`config.mk`:
```
export PLATFORM = sky130hd
export DESIGN_NAME = hnt_ctrl
export DESIGN_NICKNAME = d
export VERILOG_FILES = /design/src/rtl/hnt_pkg.sv /design/src/rtl/hnt_ctrl.sv
export SDC_FILE = /design/constraint.sdc
export NUM_CORES = 1
export LEC_CHECK = 0
export ABC_CLOCK_PERIOD_IN_PS = 4190
export BUFFER_PORTS_ARGS = -buffer_cell sky130_fd_sc_hd__buf_2
export CAP_MARGIN = 30
export CORE_AREA = 2 2 39 41
export CTS_BUF_LIST = sky130_fd_sc_hd__clkbuf_4 sky130_fd_sc_hd__clkbuf_8
export CTS_CLUSTER_DIAMETER = 150
export DETAILED_ROUTE_END_ITERATION = 8
export DIE_AREA = 0 0 41 43
export PLACE_DENSITY = 0.38
export SLEW_MARGIN = 20
export SYNTH_ARGS = -nofsm -noshare
export SYNTH_HDL_FRONTEND = slang
export SYNTH_SLANG_ARGS = --single-unit
```
`constraint.sdc`:
```
create_clock -name clk -period 4.19 [get_ports clk]
set_clock_uncertainty 0.05 [all_clocks]
set_input_delay 0.419 -clock clk [delete_from_list [all_inputs] [get_ports clk]]
set_output_delay 0.419 -clock clk [all_outputs]
set_load 0.1 [all_outputs]
```
`src/rtl/hnt_pkg.sv`:
```
// Shared types and constants for the Harshad number test unit.
`timescale 1ns / 1ps

package hnt_pkg;

    // Width of the digit sum field; large enough for any 32-bit candidate.
    localparam int SUM_BITS       = 7;
    // Largest digit sum of any value below 2^32 (3999999999).
    localparam int MAX_DIGIT_SUM  = 84;
    // Width of one decimal digit.
    localparam int DIGIT_BITS     = 4;
    // Candidate bits consumed by one remainder step.
    localparam int MOD_RADIX_BITS = 4;
    // floor(v / 10) == (v * RECIP_MAGIC) >> RECIP_SHIFT for every v below 2^32.
    localparam logic [31:0] RECIP_MAGIC = 32'hCCCC_CCCD;
    localparam int RECIP_SHIFT    = 35;

    typedef enum logic [1:0] {
        ST_IDLE,
        ST_DIGITS,
        ST_MOD,
        ST_FINISH
    } hnt_state_t;

    // Commands from the controller to the datapath.
    typedef struct packed {
        logic load;
        logic digit_step;
        logic mod_init;
        logic mod_step;
        logic publish;
    } hnt_cmd_t;

    // Status from the datapath to the controller.
    typedef struct packed {
        logic value_zero;
        logic mod_last;
        logic out_free;
    } hnt_status_t;

endpackage

```
`src/rtl/hnt_ctrl.sv`:
```
// Controller state machine sequencing digit extraction, remainder and result hand-off.
`timescale 1ns / 1ps

module hnt_ctrl
    import hnt_pkg::*;
(
    input  logic        clk,
    input  logic        rst_n,
    input  logic        in_valid,
    output logic        in_ready,
    input  hnt_status_t status,
    output hnt_cmd_t    cmd
);

    hnt_state_t state_reg, state_next;

    always_ff @(posedge clk or negedge rst_n)
    begin
        if (!rst_n)
        begin
            state_reg <= ST_IDLE;
        end
        else
        begin
            state_reg <= state_next;
        end
    end

    always_comb
    begin
        state_next = state_reg;
        case (state_reg)
            ST_IDLE:
            begin
                if (in_valid)
                begin
                    state_next = ST_DIGITS;
                end
            end
            ST_DIGITS:
            begin
                if (status.value_zero)
                begin
                    state_next = ST_MOD;
                end
            end
            ST_MOD:
            begin
                if (status.mod_last)
                begin
                    state_next = ST_FINISH;
                end
            end
            ST_FINISH:
            begin
                if (status.out_free)
                begin
                    state_next = in_valid ? ST_DIGITS : ST_IDLE;
                end
            end
            default:
            begin
                state_next = ST_IDLE;
            end
        endcase
    end

    always_comb
    begin
        cmd      = '0;
        in_ready = 1'b0;
        case (state_reg)
            ST_IDLE:
            begin
                in_ready = 1'b1;
                cmd.load = in_valid;
            end
            ST_DIGITS:
            begin
                cmd.digit_step = !status.value_zero;
                cmd.mod_init   = status.value_zero;
            end
            ST_MOD:
            begin
                cmd.mod_step = 1'b1;
            end
            ST_FINISH:
            begin
                // The result leaves and the next candidate enters in the same cycle.
                in_ready    = status.out_free;
                cmd.publish = status.out_free;
                cmd.load    = status.out_free && in_valid;
            end
            default:
            begin
                cmd = '0;
            end
        endcase
    end

endmodule
```
Yosys cells after proc, flatten, opt, wreduce, memory -nomap -nowiden
Index checks and enable logic that the tools add are counted.
{"block": "totals", "register_bits": 2, "out_inout_bits": 6, "inputBits": 6}
{"block": "op_classes", "muxes": 11, "n_reduce_logical": 4, "eq_ne": 7}
{"op": "two-way mux 2 bit", "count": 5}
{"op": "inequality test 2 bit (second input constant)", "count": 4}
{"op": "one-hot mux 2 bit (4 select lines)", "count": 1}
{"op": "== test 2 bit (second input constant)", "count": 2}
{"op": "one-hot mux 1 bit (2 select lines)", "count": 2}
{"op": "AND reduction 4 bit", "count": 1}
{"op": "two-way mux 1 bit", "count": 3}
{"op": "== test 2 x 1 -> 1 bit (second input constant)", "count": 1}
{"op": "zero test 2 bit", "count": 1}
{"op": "logical AND 1 bit", "count": 1}
{"op": "zero test 1 bit", "count": 1}

Logic depth before layout (Yosys ltp)
Gate-level depths: netlist of run 1.
{"block": "logic_depth", "depth_word": 3, "depth_mapped": 6}

Least setup slack after synthesis of run 1
Ideal clock, no wire load.
{"block": "synth_path", "kind": "register to output", "from": "register state_reg[1]", "to": "output port cmd[4] in the netlist's numbering", "stages_incl_launch_ff": 6, "required_ps": 3721, "n_path_buf": 0, "t_arrival_ps": 3617, "path_slack_ps": 104, "cell_sequence": "dfrtp_1 -> ha_1 -> and2_1 -> nor2_1 -> nor2_1 -> and2_1"}
{"item": "start, declared", "line_no": "hnt_ctrl.sv:15", "source": "hnt_state_t state_reg, state_next;"}
{"item": "start signal, assigned", "line_no": "hnt_ctrl.sv:25", "source": "state_reg <= state_next;"}
{"item": "end, declared", "line_no": "hnt_ctrl.sv:12", "source": "output hnt_cmd_t cmd"}

==> impl_results.md, run 1 <==
- Final worst slack: roughly 2000 ps
- CP max stage cell: buf_2
- Slew Viols, Final: 0
- First-pass GRT wire length: roughly 890 um
- RSZ-0062 raised after global routing: false
- Most common cell in the netlist: ha_1
- Cell Chain, Critical Path: inv_1 > ha_1 > nor2_1 > and2_1 > buf_2
- Max-cap violations: 0
- WP data required: roughly 3700 ps
- Yosys warnings: 0
- Post-DR vias/cell: just under 4
- CTS tree: done
- Clock Latency Late Sink: 230 ps
- Final min period: around 2200 ps
- Routed Antenna Nets: 0
- Max incr delay on CP: a little over 400 ps
- Die area: approximately 1800 um^2
- Max reg flops: 2
- DP Worst Slack: between 2000 and 2500 ps
- RD Place Congestion: between 0.6 and 0.7
- WL final: 493 um
- Syn_area_per_cell: about 9.4 um^2
- TritonRoute pass-1 iters: 2
- Critical path arrival: about 1700 ps
- Layout cells sized above 1: 0.410
- Synthesized cell area: between 200 and 250 um^2
- HPWL after detailed placement: between 300 and 400 um
- I/O pin cnt: 12
- TritonCTS Sinks: 2
- Synth cell types: 13
- Max Freq: 0.463 GHz
- Critical path launch point type: flip-flop
- Largest net degree at the start of global routing: 6
- Outcome: completed
- Area growth from synthesis to layout: 47.8%
- Longest Clk Path Bufs: 2
- Final setup fails: 0
- Post-synthesis async set-or-reset flop share: 1.00
- GRT Residual Overflow: 0
- Yosys reg bits: 2
- Antenna cells: 0
- Fin. Hold Viols: 0
- Ys flop type: dfrtp_1
- Syn_nets: 35
- Post-route clock period utilization: 0.516
- Num rows: 14
- Number of fill cells: about 160
- CP Class: flip-flop to output pin
- Initial antenna violation count: 0
- Maximum fanout along the worst path: 4
- Max-slew headroom: 0.678
- CP Capture Type: output pin
- Yosys top cell area share: 0.278
- Number of global-route vias before repair: between 200 and 250
- Post-synthesis sequential area ratio: 0.222
- Cell count after synthesis: 24
- Largest cells by area after synthesis: ha_1 28%, dfrtp_1 22%, and2_1 8.3%, nor2b_4 6.1%, nor2b_1 5.6%
- Die Height: 43 um
- DRC: 0
- Initial Util: 0.163
- Initial DRC Count: 2
- Die Wd: between 40 and 50 um
- Global Route Usage Sum: 0.0814
- Worst slew pin tran: just under 500 ps
- Hold Buf Count CTS: 1
- Wire per inst: 8.96 um
- Post-synth top area cell: ha_1
- Most frequent cells after synthesis: 5 x ha_1, 3 x and2_1, 3 x nor2_1
- Clock tree root buffer cell: clkbuf_4
- Reg clk slew, reported paths: about 30 ps
- Setup TNS: 0 ps
- Worst hold path class: input port to asynchronous set/reset pin
- Post-synth EDFFs: 0
- Setup Buffers After CTS: 0
- Num CTS Buffers: 3
- Htree depth: 1
- Vias: 215
- Post_cts resized: 0
- Core footprint: roughly 1400 um^2
- I/O Buffers: 11
- Final nets: 52
## area by class of cell
cell class	count	area [um^2]	share of cell area
Sequential cell	2	50.0	0.150
Tap cell	16	20.0	0.0602
Inverter	2	7.51	0.0226
Timing Repair Buffer	12	65.1	0.195
Clock buffer	3	22.5	0.0677
Multi-Input combinational cell	20	168	0.504
## cell usage in the layout (no fill, tap or decap)
cell / synthesis / routed
a211oi_1: 1 / 1
and2_1: 3 / 3
and2b_1: 1 / 1
buf_2: 0 / 11
clkbuf_4: 0 / 3
dfrtp_1: 2 / 2
dlygate4sd3_1: 0 / 1
ha_1: 5 / 5
inv_1: 2 / 2
mux2_1: 1 / 1
nor2_1: 3 / 3
nor2b_1: 2 / 2
nor2b_4: 1 / 1
o21ai_1: 1 / 1
or3_1: 1 / 1
or4_4: 1 / 1
## worst max-delay path: cells and delay by family (launching register included)
family / cells / cell delay (ps)
simple gates: 2 / 240
fa+ha+maj: 1 / 320
buf+inv: 2 / 520
flops: 1 / 380
## path summary, 6_finish.rpt
path,start,end,slack (ps),depth (start not counted)
worst max-delay path,state_reg[0],cmd[4],2030,5
worst min register to register,state_reg[1],state_reg[1],540,1
worst min-delay path,rst_n,state_reg[1],460,2
max in group asynchronous,rst_n,state_reg[0],3540,2
worst max register to register,state_reg[1],state_reg[0],2260,6
min in group clk,in_valid,state_reg[0],490,3
## metal layers
layer	GRT usage	vias up	share of wire
met5	0	-	0
met4	0.100	0	0.032
met3	0.0314	2	0.063
met2	0.103	9	0.47
met1	0.0871	96	0.43
li1	-	108	-
## metrics by stage
step	instances	utilization	instance area, um^2	hold WS [ps]
after CTS	55	0.241	333	444
after detailed placement	51	0.217	300	155
final	55	0.241	333	457
after floorplan	24	-	225	73.4
after global routing	55	0.241	333	452
after global placement	51	0.217	300	154
## cell families (layout without fill, tap and decap cells)
| kind of cell | Yosys count | after routing | share of synthesized area |
|---|---|---|---|
| buffers and inverters | 2 | 17 | 0.0333 |
| adders and majority gates | 5 | 5 | 0.278 |
| DFF | 2 | 2 | 0.222 |
| AOI/OAI and AO/OA | 2 | 2 | 0.0555 |
| and+or+nand+nor | 12 | 12 | 0.361 |
| muxes | 1 | 1 | 0.0500 |
Power of run 1 is not shown: default switching activity piles up to over one toggle a cycle in this logic, so the estimate is an artifact.
==> run 2: changes to the inputs <==
Settings changed: ABC_AREA set to 1, ABC_CLOCK_PERIOD_IN_PS 4190 to 2250, PLACE_DENSITY 0.38 to 0.41.
Clock period 4.19 ns to 2.25 ns, I/O delays scaled along.
==> run 2 against run 1 <==
Compared with the run above:
- via count up 21%
- hold slack worse by 190 ps
- wire length down 2.8%
- count of clock-buffer cells in the layout stayed put
- final area is 13% higher
- core utilization increased by 3.2 points
- largest cell class unchanged
==> impl_results.md, run 2 <==
- Synth cell types: 13
- RSZ-0062 raised after global routing: false
- I/O pin cnt: 12
- WP data required: between 1500 and 2000 ps
- Slew Viols, Final: 0
- Largest net degree at the start of global routing: 6
- Syn_area_per_cell: 7.07 um^2
- Wire per inst: roughly 7 um
- Worst slew pin tran: 485 ps
- Number of fill cells: ~170
- Final worst slack: about 270 ps
- TritonRoute pass-1 iters: 3
- Largest cells by area after synthesis: ha_1 24%, dfrtp_1 19%, nand2_1 13%, inv_1 11%, nand2_4 8.6%
- Most frequent cells after synthesis: 9 x nand2_1, 8 x inv_1, 5 x ha_1
- HPWL after detailed placement: roughly 440 um
- Antenna cells: 0
- Routed Antenna Nets: 0
- RD Place Congestion: between 0.6 and 0.7
- Post-synthesis async set-or-reset flop share: 1.00
- CTS tree: done
- Layout cells sized above 1: 0.423
- Synthesized cell area: between 200 and 300 um^2
- Post-synth EDFFs: 0
- Num CTS Buffers: 3
- Vias: roughly 260
- Post_cts resized: 0
- Max reg flops: 2
- Post-route clock period utilization: 0.880
- Yosys top cell area share: 0.239
- Maximum fanout along the worst path: 5
- Fin. Hold Viols: 0
- Longest Clk Path Bufs: 2
- Post-synth top area cell: ha_1
- Most common cell after layout, fill and taps aside: buf_2
- Critical path launch point type: flip-flop
- Post-synthesis sequential area ratio: 0.191
- WL final: around 480 um
- I/O Buffers: 11
- Most frequent cells in the layout: 11 x buf_2, 9 x nand2_1, 8 x inv_1, 5 x ha_1, 3 x clkbuf_4
- Final setup fails: 0
- Ys flop type: dfrtp_1
- Worst hold path class: input port to asynchronous set/reset pin
- Hold Buf Count CTS: 1
- Die Height: approximately 43 um
- Post-DR vias/cell: approximately 3.8
- Cell count after synthesis: 37
- DP Worst Slack: 493 ps
- Yosys reg bits: 2
- Num rows: 14
- Clock Latency Late Sink: around 220 ps
- Max-slew headroom: 0.679
- R2R depth: 6
- Initial DRC Count: 1
- GRT Residual Overflow: 0
- Final nets: 65
- Area after DPL: 344 um^2
- Initial Util: 0.189
- Die Wd: between 40 and 50 um
- DRC: 0
- Htree depth: 1
- CP Capture Type: output pin
- Reg clk slew, reported paths: ~30 ps
- Die area: ~1800 um^2
- Clock tree root buffer cell: clkbuf_4
- Max-cap violations: 0
- TritonCTS Sinks: 2
- CP Class: flip-flop to output pin
- Number of global-route vias before repair: 262
- Initial antenna violation count: 0
- Syn_nets: 48
- Most common cell in the netlist: nand2_1
- Final Hold Slack: about 270 ps
- Yosys warnings: 0
- Outcome: completed
- First-pass GRT wire length: 862 um
- Area growth from synthesis to layout: 44.0%
- Setup Buffers After CTS: 0
- Max Freq: around 0.51 GHz
- Core footprint: 1380 um^2
- Global Route Usage Sum: 0.0733
- Critical path arrival: 1700 ps
- Post-route design area: roughly 380 um^2
- Final min period: 1980 ps
[run 2: changes by cell type after synthesis, moves of 2 or more]
| cell | delta |
|---|---|
| nand2_1 | +9 |
| inv_1 | +6 |
| and2_1 | -3 |
| nand2_2 | +2 |
| nand2_4 | +2 |
| nor2b_1 | -2 |
[run 2: final timing paths]
check,from,end,slack (ps)
worst max-delay path,state_reg[0],cmd[4],270
worst min-delay path,rst_n,state_reg[1],270
worst max register to register,state_reg[0],state_reg[0],990
worst min register to register,state_reg[1],state_reg[1],510
max in group asynchronous,rst_n,state_reg[0],1790
min in group clk,in_valid,state_reg[0],350
[run 2: final cells by class]
type                       instances  area (um^2)  area share
multi-input combinational         26          185       0.492
timing repair buffer              12         65.1       0.173
sequential                         2         50.0       0.133
inverter                           9         33.8      0.0897
clock buffer                       3         22.5      0.0598
tap                               16         20.0      0.0532
[run 2: logic make-up (layout without fill, tap and decap cells)]
family / Yosys count / count (layout) / share of synthesized area
and+or+nand+nor: 19 / 19 / 0.402
adders and majority gates: 5 / 5 / 0.239
AOI/OAI and AO/OA: 2 / 2 / 0.0383
buffers and inverters: 9 / 24 / 0.129
DFF: 2 / 2 / 0.191
[run 2: per-layer routing]
layer,wire [um],part of all wire,global-route usage,vias to the layer above
met5,0,0,0,-
met4,0,0,0.0600,0
met3,28,0.058,0.0314,0
met2,238,0.50,0.119,6
met1,213,0.44,0.0643,115
li1,-,-,-,140
[run 2: stage by stage]
step           TNS, ps   util  std cells
4_1_cts              0  0.272         68
6_report             0  0.272         68
3_5_place_dp         0  0.249         64
5_1_grt              0  0.272         68
2_1_floorplan     -332      -         37
3_3_place_gp         0  0.249         64
[run 2: worst max-delay path, cell delays in order (launching register included)]
cell and delay, ps:
dfrtp_1 400, inv_1 110, ha_1 350, nor3_2 170, buf_2 440
Power of run 2 is left out for the same reason.
==> run 3: changes to the inputs <==
Settings changed: ABC_AREA 1 to unset, PLACE_DENSITY 0.41 to 0.38.
==> run 3 against run 2 <==
Compared with the run above:
- first-iteration DRC count down 100%
- worst setup slack about the same
- non-clock buffer count unchanged
- critical endpoint unchanged
- wire length down 3.1%
- critical path depth up 1
- sequential cell count unchanged
==> impl_results.md, run 3 (synthesis gave the netlist of run 1 again) <==
- WL final: around 460 um
- Most common cell after layout, fill and taps aside: buf_2
- Vias: around 200
- Num CTS Buffers: 3
- Final min period: slightly below 2000 ps
- CTS tree: done
- GRT Residual Overflow: 0
- Maximum fanout along the worst path: 4
- Critical path launch point type: flip-flop
- Clock tree root buffer cell: clkbuf_4
- Htree depth: 1
- Final setup fails: 0
- Outcome: completed
- Worst slew pin tran: 489 ps
- Slew Viols, Final: 0
- Worst hold path class: input port to asynchronous set/reset pin
- Die Wd: ~41 um
- CP Capture Type: output pin
- TritonRoute pass-1 iters: 1
- DRC: 0
- Global Route Usage Sum: 0.0643
- Placed cell count: 51
- Critical path arrival: around 1700 ps
- CP Class: flip-flop to output pin
- Routed Antenna Nets: 0
- Max Freq: just over 0.5 GHz
- WP data required: 1980 ps
- RD Place Congestion: approximately 0.75
- Number of global-route vias before repair: ~210
- Most frequent cells in the layout: 11 x buf_2, 5 x ha_1, 3 x clkbuf_4
- Post-route insts no fill: between 50 and 60
- Initial DRC Count: 0
- Setup TNS: 0 ps
- Fin. Hold Viols: 0
- Wire per inst: approximately 8.4 um
- Post-DR vias/cell: approximately 3.7
- Post-route clock period utilization: 0.880
- Num rows: 14
- Final nets: between 50 and 60
- Reg clk slew, reported paths: 30 ps
- Clock Latency Late Sink: 220 ps
- Initial Util: 0.163
- First-pass GRT wire length: 738 um
- Core footprint: around 1400 um^2
- RSZ-0062 raised after global routing: false
- HPWL after detailed placement: 385 um
- DP Worst Slack: roughly 330 ps
- TritonCTS Sinks: 2
- Final worst slack: between 200 and 300 ps
- Layout cells sized above 1: 0.487
- Max reg flops: 2
- Post_cts resized: 0
- I/O Buffers: 11
- Largest net degree at the start of global routing: 6
- Longest Clk Path Bufs: 2
- Initial antenna violation count: 0
- Max-slew headroom: 0.677
- Die area: approximately 1800 um^2
- Area growth from synthesis to layout: 53.3%
- Die Height: 43 um
- I/O pin cnt: 12
- Max-cap violations: 0
- Util after Layout: 0.250
- Antenna cells: 0
-- run 3: changes by cell type in the layout (fill, tap and decap cells not counted), sizes merged, moves of 3 or more --
cell	change
and2	+3
inv	-7
nand2	-13
nor2b	+3
-- run 3: layout make-up --
| cell class | count | area, um^2 |
|---|---|---|
| clock buffer | 3 | 22.5 |
| fill | 158 | 1040 |
| inverter | 2 | 7.51 |
| multi-input combinational | 20 | 180 |
| sequential | 2 | 50.0 |
| tap | 16 | 20.0 |
| timing repair buffer | 12 | 65.1 |
-- run 3: timing repair --
action	CTS	global route
hold buffers	1	0
endpoints found under the hold margin	2	0
buffers inserted	0	0
-- run 3: per-stage QoR --
step,area (um^2),hold WS [ps]
2_1_floorplan,238,-121
3_3_place_gp,313,-41.1
3_5_place_dp,313,-38.1
4_1_cts,345,255
5_1_grt,345,254
6_report,345,269
-- run 3: path summary, 6_finish.rpt --
path / depth (start not counted) / slack [ps] / start / end
hold reg to reg: 1 / 520 / state_reg[1] / state_reg[1]
min in group clk: 3 / 280 / in_valid / state_reg[0]
hold / removal: 2 / 270 / rst_n / state_reg[0]
setup reg to reg: 6 / 310 / state_reg[0] / state_reg[0]
max in group asynchronous: 2 / 1790 / rst_n / state_reg[1]
setup / recovery: 5 / 270 / state_reg[0] / cmd[4]
-- run 3: per-layer routing --
metal / vias up / GRT usage / wire [um]
met5: - / 0 / 0
met4: 0 / 0.0600 / 0
met3: 0 / 0.0157 / 25
met2: 5 / 0.0969 / 251
met1: 89 / 0.0677 / 187
li1: 110 / - / -
-- run 3: worst max-delay path, cell delays in order, from the launching register on --
cell and delay (ps):
dfrtp_1 390, inv_1 110, ha_1 350, nor2_4 90
and2_4 130, buf_2 410
Power of run 3 is left out for the same reason.
